===== config.mk =====
export PLATFORM = sky130hd
export DESIGN_NAME = range_sample_qualifier_unit_flat
export DESIGN_NICKNAME = d
export VERILOG_FILES = /design/src/rtl/core/rsq_pkg.sv /design/src/rtl/core/rsq_in_if.sv /design/src/rtl/core/rsq_out_if.sv /design/src/rtl/core/rsq_cfg_if.sv /design/src/rtl/core/range_sample_qualifier_unit.sv /design/src/flat_wrapper.sv
export SDC_FILE = /design/constraint.sdc
export NUM_CORES = 1
export LEC_CHECK = 0
export ABC_AREA = 1
export BUFFER_PORTS_ARGS = -buffer_cell sky130_fd_sc_hd__buf_2
export CORE_ASPECT_RATIO = 2
export CORE_MARGIN = 2
export CORE_UTILIZATION = 55
export DETAILED_ROUTE_END_ITERATION = 10
export GPL_TIMING_DRIVEN = 1
export PLACE_DENSITY = 0.77
export SLEW_MARGIN = 20
export SYNTH_ARGS = -nofsm -noshare
export SYNTH_HDL_FRONTEND = slang
export SYNTH_SLANG_ARGS = --single-unit
export TNS_END_PERCENT = 30

===== constraint.sdc =====
create_clock -name clk -period 5.97 [get_ports clk]
set_input_delay 0.8955 -clock clk [delete_from_list [all_inputs] [get_ports clk]]
set_output_delay 0.8955 -clock clk [all_outputs]
set_load 0.01 [all_outputs]

===== src/rtl/core/rsq_pkg.sv =====
// ----------------------------------------------------------------------------
// Range sample qualifier package
// Shared widths, status codes, register indexes and constants.
// ----------------------------------------------------------------------------
package rsq_pkg;

  localparam int unsigned DistW  = 16;
  localparam int unsigned TimeW  = 48;
  localparam int unsigned StaleW = 24;
  localparam int unsigned ByteW  = 8;
  localparam int unsigned CfgIdxW  = 2;
  localparam int unsigned CfgDataW = 24;

  typedef logic [DistW-1:0]  dist_t;
  typedef logic [TimeW-1:0]  time_t;
  typedef logic [StaleW-1:0] stale_t;
  typedef logic [ByteW-1:0]  byte_t;

  typedef enum logic [1:0] {
    ST_OK        = 2'd0,
    ST_NOT_READY = 2'd1,
    ST_STALE     = 2'd2,
    ST_INVALID   = 2'd3
  } rsq_status_t;

  typedef enum logic [CfgIdxW-1:0] {
    CFG_MIN_DIST  = 2'd0,
    CFG_MAX_DIST  = 2'd1,
    CFG_STALE_LIM = 2'd2,
    CFG_UNUSED    = 2'd3
  } cfg_idx_t;

  // Device status codes that carry a usable distance
  localparam logic [3:0] DevStatusGood   = 4'd11;
  localparam logic [3:0] DevStatusSigma  = 4'd8;
  localparam logic [3:0] DevStatusWrap   = 4'd10;

  localparam logic [2:0] IrqNewMask      = 3'h7;
  localparam dist_t      OutOfRangeMm    = 16'd8190;
  localparam stale_t     StaleResetUs    = 24'd1000000;

endpackage


===== src/rtl/core/rsq_in_if.sv =====
// ----------------------------------------------------------------------------
// Poll input channel
// Valid/ready channel carrying one sensor poll per beat.
// ----------------------------------------------------------------------------
interface rsq_in_if;
  logic                valid;
  logic                ready;
  logic                init_done;
  rsq_pkg::byte_t      irq_status;
  rsq_pkg::byte_t      range_status;
  rsq_pkg::dist_t      raw_distance;
  rsq_pkg::time_t      now_us;

  modport source (output valid, init_done, irq_status, range_status, raw_distance,
                  now_us, input ready);
  modport sink   (input valid, init_done, irq_status, range_status, raw_distance,
                  now_us, output ready);
endinterface


===== src/rtl/core/rsq_out_if.sv =====
// ----------------------------------------------------------------------------
// Qualified result channel
// Valid/ready channel carrying one qualified distance per beat.
// ----------------------------------------------------------------------------
interface rsq_out_if;
  logic                valid;
  logic                ready;
  rsq_pkg::dist_t      distance_mm;
  logic [1:0]          status;
  logic                need_init;

  modport source (output valid, distance_mm, status, need_init, input ready);
  modport sink   (input valid, distance_mm, status, need_init, output ready);
endinterface


===== src/rtl/core/rsq_cfg_if.sv =====
// ----------------------------------------------------------------------------
// Configuration write channel
// Valid/ready channel carrying a register index and write data per beat.
// ----------------------------------------------------------------------------
interface rsq_cfg_if;
  logic                            valid;
  logic                            ready;
  logic [rsq_pkg::CfgIdxW-1:0]     index;
  logic [rsq_pkg::CfgDataW-1:0]    data;

  modport source (output valid, index, data, input ready);
  modport sink   (input valid, index, data, output ready);
endinterface


===== src/rtl/core/range_sample_qualifier_unit.sv =====
// ----------------------------------------------------------------------------
// Range sample qualifier
// Qualifies each ranging sensor poll, clamps and caches the distance.
// ----------------------------------------------------------------------------
// Pipeline: input register, then result register. Throughput: one poll per
// cycle while the result channel is not stalled; the qualifier state is updated
// as a poll moves from the input register to the result register.
// Reset (rst_n low, synchronous): both stages empty, flags and cache cleared,
// limits disabled, stale limit 1000000 us.
module range_sample_qualifier_unit (
  input  logic clk,
  input  logic rst_n,
  rsq_in_if.sink    in_ch,
  rsq_out_if.source out_ch,
  rsq_cfg_if.sink   cfg_ch
);
  import rsq_pkg::*;

  // Configuration registers
  dist_t  min_dist_r;
  dist_t  max_dist_r;
  stale_t stale_lim_r;

  // Input stage
  logic   s1_valid_r;
  logic   s1_init_done_r;
  byte_t  s1_irq_r;
  byte_t  s1_rstat_r;
  dist_t  s1_raw_r;
  time_t  s1_now_r;

  // Qualifier state
  logic   init_flag_r, init_flag_nxt;
  logic   has_sample_r, has_sample_nxt;
  dist_t  last_dist_r, last_dist_nxt;
  time_t  last_time_r, last_time_nxt;

  // Result stage
  logic        out_valid_r;
  dist_t       out_dist_r, out_dist_nxt;
  rsq_status_t out_status_r, out_status_nxt;
  logic        out_need_init_r;

  logic   out_space;
  logic   advance;
  logic   in_fire;
  logic   init_eff;
  logic   has_eff;
  logic   new_sample;
  logic   dev_ok;
  logic [3:0] dev_status;
  dist_t  pick_mm;
  dist_t  lo_mm;
  dist_t  clamp_mm;
  time_t  age_us;
  logic   stale;

  // The result register frees when empty or when its beat is taken
  assign out_space = !out_valid_r || out_ch.ready;
  assign advance   = s1_valid_r && out_space;
  assign in_ch.ready = !s1_valid_r || out_space;
  assign in_fire   = in_ch.valid && in_ch.ready;
  assign cfg_ch.ready = 1'b1;

  // Device status and clamp
  assign dev_status = s1_rstat_r[6:3];
  assign dev_ok     = (dev_status == DevStatusGood) || (dev_status == DevStatusSigma) ||
                      (dev_status == DevStatusWrap);
  assign pick_mm    = dev_ok ? s1_raw_r : OutOfRangeMm;
  // Minimum first, then maximum, so a crossed maximum wins
  assign lo_mm      = ((min_dist_r != '0) && (pick_mm < min_dist_r)) ? min_dist_r : pick_mm;
  assign clamp_mm   = ((max_dist_r != '0) && (lo_mm > max_dist_r)) ? max_dist_r : lo_mm;

  // Age of cached sample wraps with the timestamp counter
  assign age_us     = s1_now_r - last_time_r;
  assign stale      = age_us > {{(TimeW-StaleW){1'b0}}, stale_lim_r};

  assign new_sample = (s1_irq_r[2:0] & IrqNewMask) != '0;
  // Init done sets the flag and drops the cache before the poll is judged
  assign init_eff   = s1_init_done_r || init_flag_r;
  assign has_eff    = s1_init_done_r ? 1'b0 : has_sample_r;

  always_comb begin
    init_flag_nxt  = init_eff;
    has_sample_nxt = has_eff;
    last_dist_nxt  = last_dist_r;
    last_time_nxt  = last_time_r;
    out_dist_nxt   = '0;
    out_status_nxt = ST_OK;
    if (!init_eff) begin
      out_status_nxt = ST_NOT_READY;
    end else if (new_sample) begin
      if (s1_raw_r == '0) begin
        // Zero distance: keep the cache, stay initialised only if it holds a sample
        init_flag_nxt  = has_eff;
        out_status_nxt = ST_INVALID;
      end else begin
        last_dist_nxt  = clamp_mm;
        last_time_nxt  = s1_now_r;
        has_sample_nxt = 1'b1;
        out_dist_nxt   = clamp_mm;
      end
    end else if (!has_eff) begin
      out_status_nxt = ST_NOT_READY;
    end else if (stale) begin
      // Stale cache: drop both flags and ask for re-initialisation
      init_flag_nxt  = 1'b0;
      has_sample_nxt = 1'b0;
      out_status_nxt = ST_STALE;
    end else begin
      out_dist_nxt   = last_dist_r;
    end
  end

  // Configuration writes; indexes beyond the list are dropped
  always_ff @(posedge clk) begin
    if (!rst_n) begin
      min_dist_r  <= '0;
      max_dist_r  <= '0;
      stale_lim_r <= StaleResetUs;
    end else if (cfg_ch.valid) begin
      case (cfg_idx_t'(cfg_ch.index))
        CFG_MIN_DIST:  min_dist_r  <= cfg_ch.data[DistW-1:0];
        CFG_MAX_DIST:  max_dist_r  <= cfg_ch.data[DistW-1:0];
        CFG_STALE_LIM: stale_lim_r <= cfg_ch.data[StaleW-1:0];
        default: ;
      endcase
    end
  end

  // Input stage control
  always_ff @(posedge clk) begin
    if (!rst_n) begin
      s1_valid_r <= 1'b0;
    end else if (in_ch.ready) begin
      s1_valid_r <= in_ch.valid;
    end
  end

  // Input stage payload: load on every accepted beat
  always_ff @(posedge clk) begin
    if (in_fire) begin
      s1_init_done_r <= in_ch.init_done;
      s1_irq_r       <= in_ch.irq_status;
      s1_rstat_r     <= in_ch.range_status;
      s1_raw_r       <= in_ch.raw_distance;
      s1_now_r       <= in_ch.now_us;
    end
  end

  // Qualifier state advances with each poll that moves to the result stage
  always_ff @(posedge clk) begin
    if (!rst_n) begin
      init_flag_r  <= 1'b0;
      has_sample_r <= 1'b0;
      last_dist_r  <= '0;
      last_time_r  <= '0;
    end else if (advance) begin
      init_flag_r  <= init_flag_nxt;
      has_sample_r <= has_sample_nxt;
      last_dist_r  <= last_dist_nxt;
      last_time_r  <= last_time_nxt;
    end
  end

  // Result stage: hold while stalled
  always_ff @(posedge clk) begin
    if (!rst_n) begin
      out_valid_r <= 1'b0;
    end else if (out_space) begin
      out_valid_r <= s1_valid_r;
    end
  end

  always_ff @(posedge clk) begin
    if (advance) begin
      out_dist_r      <= out_dist_nxt;
      out_status_r    <= out_status_nxt;
      out_need_init_r <= !init_flag_nxt;
    end
  end

  assign out_ch.valid       = out_valid_r;
  assign out_ch.distance_mm = out_dist_r;
  assign out_ch.status      = out_status_r;
  assign out_ch.need_init   = out_need_init_r;

endmodule


===== src/flat_wrapper.sv =====
// flat-port wrapper written by rule: the top's interface ports become plain ports
module range_sample_qualifier_unit_flat import rsq_pkg::*;
  (clk, rst_n, in_ch_valid, in_ch_init_done, in_ch_irq_status, in_ch_range_status, in_ch_raw_distance, in_ch_now_us, in_ch_ready, out_ch_valid, out_ch_distance_mm, out_ch_status, out_ch_need_init, out_ch_ready, cfg_ch_valid, cfg_ch_index, cfg_ch_data, cfg_ch_ready);
  rsq_in_if in_ch_i ();
  rsq_out_if out_ch_i ();
  rsq_cfg_if cfg_ch_i ();
  input  logic clk;
  input  logic rst_n;
  input wire logic [$bits(in_ch_i.valid)-1:0] in_ch_valid;
  input wire logic [$bits(in_ch_i.init_done)-1:0] in_ch_init_done;
  input wire logic [$bits(in_ch_i.irq_status)-1:0] in_ch_irq_status;
  input wire logic [$bits(in_ch_i.range_status)-1:0] in_ch_range_status;
  input wire logic [$bits(in_ch_i.raw_distance)-1:0] in_ch_raw_distance;
  input wire logic [$bits(in_ch_i.now_us)-1:0] in_ch_now_us;
  output wire logic [$bits(in_ch_i.ready)-1:0] in_ch_ready;
  output wire logic [$bits(out_ch_i.valid)-1:0] out_ch_valid;
  output wire logic [$bits(out_ch_i.distance_mm)-1:0] out_ch_distance_mm;
  output wire logic [$bits(out_ch_i.status)-1:0] out_ch_status;
  output wire logic [$bits(out_ch_i.need_init)-1:0] out_ch_need_init;
  input wire logic [$bits(out_ch_i.ready)-1:0] out_ch_ready;
  input wire logic [$bits(cfg_ch_i.valid)-1:0] cfg_ch_valid;
  input wire logic [$bits(cfg_ch_i.index)-1:0] cfg_ch_index;
  input wire logic [$bits(cfg_ch_i.data)-1:0] cfg_ch_data;
  output wire logic [$bits(cfg_ch_i.ready)-1:0] cfg_ch_ready;
  assign in_ch_i.valid = in_ch_valid;
  assign in_ch_i.init_done = in_ch_init_done;
  assign in_ch_i.irq_status = in_ch_irq_status;
  assign in_ch_i.range_status = in_ch_range_status;
  assign in_ch_i.raw_distance = in_ch_raw_distance;
  assign in_ch_i.now_us = in_ch_now_us;
  assign in_ch_ready = in_ch_i.ready;
  assign out_ch_valid = out_ch_i.valid;
  assign out_ch_distance_mm = out_ch_i.distance_mm;
  assign out_ch_status = out_ch_i.status;
  assign out_ch_need_init = out_ch_i.need_init;
  assign out_ch_i.ready = out_ch_ready;
  assign cfg_ch_i.valid = cfg_ch_valid;
  assign cfg_ch_i.index = cfg_ch_index;
  assign cfg_ch_i.data = cfg_ch_data;
  assign cfg_ch_ready = cfg_ch_i.ready;
  range_sample_qualifier_unit u_core (.clk(clk), .rst_n(rst_n), .in_ch(in_ch_i), .out_ch(out_ch_i), .cfg_ch(cfg_ch_i));
endmodule

==> impl_metrics.yaml, run 1 <==
synth:
  yosys.area.top_type: "edfxtp_1"
  postSynthCellCount: 1956
  ys.flop_type: "dfxtp_1"
  synth_top_area_share_pct: 19.65
  synth.most_common_cell: "nand2_1"
  synth_edf_count: 91
  synthTopCellsByArea: "edfxtp_1 (20%), dfxtp_1 (18%), nand2_1 (15%), inv_1 (9.4%), ha_1 (9.2%)"
  synthArstFlopShare_pct: 0
  ys_ff_latch: 215
  ys_seq_area_share_pct: 37.51
  ys_types: 49
  syn_area_mm2: 0.01390
  syn-mean-instance-area_um2: 7.108
  syn-num-nets: 2171
  synth_common_cells: "nand2_1 (562), inv_1 (348), a21oi_1 (161)"
  yosys_warnings: 0
sta:
  slew_viol_final: 0
  period_needed_ns: 5.234
  fmax_ghz: 0.1911
  setup_viol: 0
  final.period_utilization_pct: 87.67
  slew_headroom_pct: 28.59
  rsz0062_at_grt: "false"
  setup_tns_ns: 0
  worst-slew-pin-transition_ns: 1.070
  finClkSkew_ns: 0.01096
  holdWs_ns: 0.4610
  finalHoldViolations: 0
worst_setup_path:
  crit_path_top_delay_cell: "o21ai_0"
  end_kind: "flop"
  start_kind: "flop"
  criticalPathCategory: "reg -> reg"
  cp_data_arrival_time_ns: 5.49
  cp.required_ns: 6.22
  critPathMaxStageDelay_ns: 0.46
  path_common_cell: "nand2_1"
  crit_fanout: 16
clock_tree:
  cts_made_buffers: 20
  hold_buffers: 0
  cts_root_buf: "clkbuf_16"
  cts_tree: "done"
  worstSkewPairLatency_ns: 0.51
  post_cts_resized: 0
  clkTransAtPathRegs_ns: 0.06
  clock-sinks: 215
  cts.htree.levels: 1
  cts_setup_buffers: 0
  cts_max_path_buffers: 3
drt:
  wl_um: 41300
  viasPerCell: 5.333
  drt_iter0_markers: 677
  wl_per_cell_um: 17.10
  ant_nets: 0
  vias: 12880
  drt_pre_antenna_iters: 5
  drc_errors: 0
floorplanning:
  pin_count: 134
  chipWidth_um: 116.4
  core_mm2: 0.02493
  initial_utilization_pct: 55.77
  num_rows: 82
  fp.dieH_um: 228.9
  die_area_mm2: 0.02664
grt:
  grt_max_degree: 106
  antenna_found_initial: 0
  grt_pass1_vias: 13000
  grt_pass1_wl_um: 63400
  grt_usage_pct: 31.24
  gr-total-overflow: 0
layout:
  nFillCells: 2359
  antennaDiodeCount: 0
  syn_to_final_growth_pct: 11.05
  layout-drive-gt1-share_pct: 11.64
  final_nets: 2280
  postLayoutCoreUtil_pct: 61.93
pwr:
  p_leak_nw: 7.524
  p_per_area_mw_per_mm2: 270.2
  max-vdd-ir-drop_mv: 0.2569
job:
  max_cap_violations: 0
worst_hold_path:
  hp-class: "reg -> reg"
placed_design:
  io_buffers: 123
  detailed_place_hpwl_um: 33720
  place_congestion: 0.9582
run_status:
  run_status: "finished clean"
[routing by layer]
metal	track usage, %	vias to the layer above	routed length [um]
met5	0	-	0
met4	24.29	0	3910
met3	2.970	154	1231
met2	61.95	300	23040
met1	26.50	5928	13120
li1	-	6498	-
[final timing paths]
check / startpoint / to / slack (ns) / cells past startpoint
worst min-delay path: u_core.last_time_r[43] / u_core.last_time_r[43] / 0.46 / 2
worst max-delay path: u_core.s1_rstat_r[5] / u_core.out_ch.distance_mm[9] / 0.74 / 28
worst max register to register: u_core.s1_rstat_r[5] / u_core.out_ch.distance_mm[9] / 0.74 / 28
worst min register to register: u_core.last_time_r[43] / u_core.last_time_r[43] / 0.46 / 2
[final cells by class]
cell class                 count  area, um^2  share of cell area (%)
inverter                     353        1325                   8.582
clock inverter                13       86.33                  0.5592
clock buffer                  23       533.0                   3.452
tap                          336       420.4                   2.723
multi-input combinational   1341        7162                   46.39
sequential                   215        5215                   33.78
timing repair buffer         134       698.2                   4.522
[sequential cells by signal, summed over array words and instances (netlist names)]
name,flops
u_core.max_dist_r,16
u_core.last_time_r,48
u_core.s1_irq_r,3
u_core.s1_init_done_r,1
u_core.out_ch.status,2
u_core.s1_raw_r,16
u_core.out_ch.need_init,1
u_core.out_ch.valid,1
u_core.out_ch.distance_mm,16
u_core.min_dist_r,16
u_core.stale_lim_r,24
u_core.has_sample_r,1
u_core.init_flag_r,1
u_core.last_dist_r,16
u_core.s1_now_r,48
u_core.s1_valid_r,1
u_core.s1_rstat_r,4
[kinds of logic after synthesis]
family | count (synthesis) | share of synthesized area (%)
adders and majority gates | 103 | 9.323
and+or+nand+nor | 856 | 26.63
AOI/OAI and AO/OA | 357 | 14.00
other | 1 | 0.02697
buffers and inverters | 400 | 11.00
xor gates and xnor gates | 24 | 1.512
DFF | 215 | 37.51
[stage by stage]
stage | setup WS [ns] | instances | area, um^2 | total power [mW]
finish | 0.7358 | 2415 | 15440 | 4.172
global route | 0.3502 | 2415 | 15440 | 4.412
CTS | 0.7818 | 2415 | 15440 | 4.187
detailed placement | 0.7980 | 2379 | 14820 | 2.958
global placement | 0.9032 | 2379 | 14820 | 2.928
floorplan | 1.810 | 1956 | 13900 | 2.563
[placed cells by master (no fill, tap or decap), types with 12 or more instances in the layout]
| cell | n |
|---|---|
| nand3_1 | 74 |
| a21oi_1 | 161 |
| nand4_1 | 29 |
| nand2_2 | 18 |
| a21oi_2 | 12 |
| nor2_2 | 17 |
| nand3_2 | 15 |
| nor2_1 | 106 |
| clkbuf_16 | 21 |
| ha_1 | 102 |
| o21bai_1 | 22 |
| inv_1 | 347 |
| edfxtp_1 | 91 |
| o21ai_0 | 135 |
| nand2_1 | 561 |
| buf_2 | 123 |
| dfxtp_1 | 124 |
| xor2_1 | 21 |
[critical path: cells and delay by family (launching register included)]
kind	cells	cell delay, ns
AND/OR/NAND/NOR	11	1.52
AO/OA/AOI/OAI	9	1.43
buffers and inverters	6	1.00
adder cells (fa/ha/maj)	2	0.65
flip-flops	1	0.37
[power breakdown]
group          leakage, nW  internal, mW  switching (mW)
Combinational         5.31         0.414           0.855
Clock                0.309         0.684           0.546
Sequential            1.90          1.64          0.0368
Total                 7.52          2.73            1.44
(Power assumes the default switching activity.)
==> run 2: changes to the inputs <==
REMOVE_ABC_BUFFERS = 1   (was unset)
==> run 2 against run 1 <==
  * Total power grew 2.6%
  * Non-clock buffer count is 1 lower
  * Largest power group unchanged
  * Die area is the same
  * Maximum frequency is 5.4% higher
  * Flip-flop and latch count unchanged
  * Final cell count unchanged
==> impl_metrics.yaml, run 2 (synthesis gave the netlist of run 1 again) <==
run_status:
  run_status: "finished clean"
drt:
  drt_iter0_markers: 765
  drt_pre_antenna_iters: 7
  wl_per_cell_um: 18.11
  drc_errors: 0
  ant_nets: 0
  vias: 12930
  wl_um: 43740
  viasPerCell: 5.354
worst_setup_path:
  critPathMaxStageDelay_ns: 0.53
  end_kind: "flop"
  criticalPathCategory: "reg -> reg"
  start_kind: "flop"
  cp_data_arrival_time_ns: 5.21
  crit_buf_inv: 4
  crit_fanout: 24
  crit_path_top_delay_cell: "o21ai_0"
  cp.required_ns: 6.22
  path_common_cell: "nand2_1"
  cp_top_family: "compound AO/OA/AOI/OAI gates"
sta:
  finalHoldViolations: 0
  final.period_utilization_pct: 83.16
  holdWs_ns: 0.4585
  slew_viol_final: 0
  fmax_ghz: 0.2014
  slew_headroom_pct: 26.17
  worst-slew-pin-transition_ns: 1.106
  finClkSkew_ns: 0.02756
  period_needed_ns: 4.965
  setup_tns_ns: 0
  rsz0062_at_grt: "false"
  setup_viol: 0
grt:
  grt_max_degree: 106
  grt_pass1_vias: 12920
  antenna_found_initial: 0
  gr-total-overflow: 0
  grt_usage_pct: 33.23
  grt_pass1_wl_um: 66190
clock_tree:
  worstSkewPairLatency_ns: 0.52
  cts.htree.levels: 1
  hold_buffers: 0
  clock-sinks: 215
  cts_root_buf: "clkbuf_16"
  cts_setup_buffers: 0
  clkTransAtPathRegs_ns: 0.06
  cts_made_buffers: 21
  cts_max_path_buffers: 3
  post_cts_resized: 0
  cts_tree: "done"
worst_hold_path:
  hp-class: "reg -> reg"
placed_design:
  io_buffers: 123
  dpl-instance-area_mm2: 0.01482
  place_congestion: 0.9777
  detailed_place_hpwl_um: 34860
floorplanning:
  pin_count: 134
  core_mm2: 0.02493
  fp.dieH_um: 228.9
  initial_utilization_pct: 55.77
  chipWidth_um: 116.4
  die_area_mm2: 0.02664
  num_rows: 82
layout:
  layout-drive-gt1-share_pct: 11.69
  antennaDiodeCount: 0
  final_common_cell: "nand2_1"
  final_nets: 2280
  syn_to_final_growth_pct: 11.33
  reg.largest.list: "u_core.last_time_r x48, u_core.s1_now_r x48, u_core.stale_lim_r x24"
  postLayoutCoreUtil_pct: 62.08
  layout_common_cells: "nand2_1 (561), inv_1 (347), a21oi_1 (161)"
  fin_area_mm2: 0.01548
pwr:
  p_leak_nw: 7.530
  max-vdd-ir-drop_mv: 0.3086
  p_per_area_mw_per_mm2: 276.5
job:
  max_cap_violations: 0
## run 2: metal layers
layer | track usage [%] | routed length [um]
met5 | 0 | 0
met4 | 29.20 | 4741
met3 | 4.163 | 1519
met2 | 64.66 | 24200
met1 | 27.17 | 13280
## run 2: path summary, 6_finish.rpt
path / startpoint / to / slack, ns / depth (start not counted)
setup / recovery: u_core.s1_rstat_r[5] / u_core.out_ch.distance_mm[8] / 1.01 / 25
hold / removal: u_core.last_time_r[43] / u_core.last_time_r[43] / 0.46 / 2
setup reg to reg: u_core.s1_rstat_r[5] / u_core.out_ch.distance_mm[8] / 1.01 / 25
hold reg to reg: u_core.last_time_r[43] / u_core.last_time_r[43] / 0.46 / 2
## run 2: worst reg2reg max path, delay by kind of cell, from the launching register on
family | cells | cell delay [ns]
buffers and inverters | 4 | 0.69
adders and majority gates | 2 | 0.67
and+or+nand+nor | 10 | 1.38
AOI/OAI and AO/OA | 9 | 1.61
DFF | 1 | 0.36
## run 2: final cells by class
cell class	instances	area (um^2)
multi-input combinational	1341	7164
timing repair buffer	133	690.7
tap	336	420.4
inverter	353	1325
fill	2351	9453
clock inverter	12	112.6
clock buffer	25	550.5
sequential	215	5215
## run 2: power by group
group	leakage [nW]	total, mW	switching (mW)	internal (mW)
Clock	0.318	1.31	0.563	0.745
Sequential	1.90	1.67	0.0370	1.64
Combinational	5.31	1.30	0.884	0.415
Total	7.53	4.28	1.48	2.80
## run 2: stage by stage
stage          total power [mW]  worst slack [ns]  instances
2_1_floorplan             2.543             1.057       1909
5_1_grt                   4.506            0.7069       2415
6_report                  4.279             1.005       2415
4_1_cts                   4.282             1.085       2415
3_3_place_gp              2.951             1.244       2378
3_5_place_dp              2.982             1.182       2378
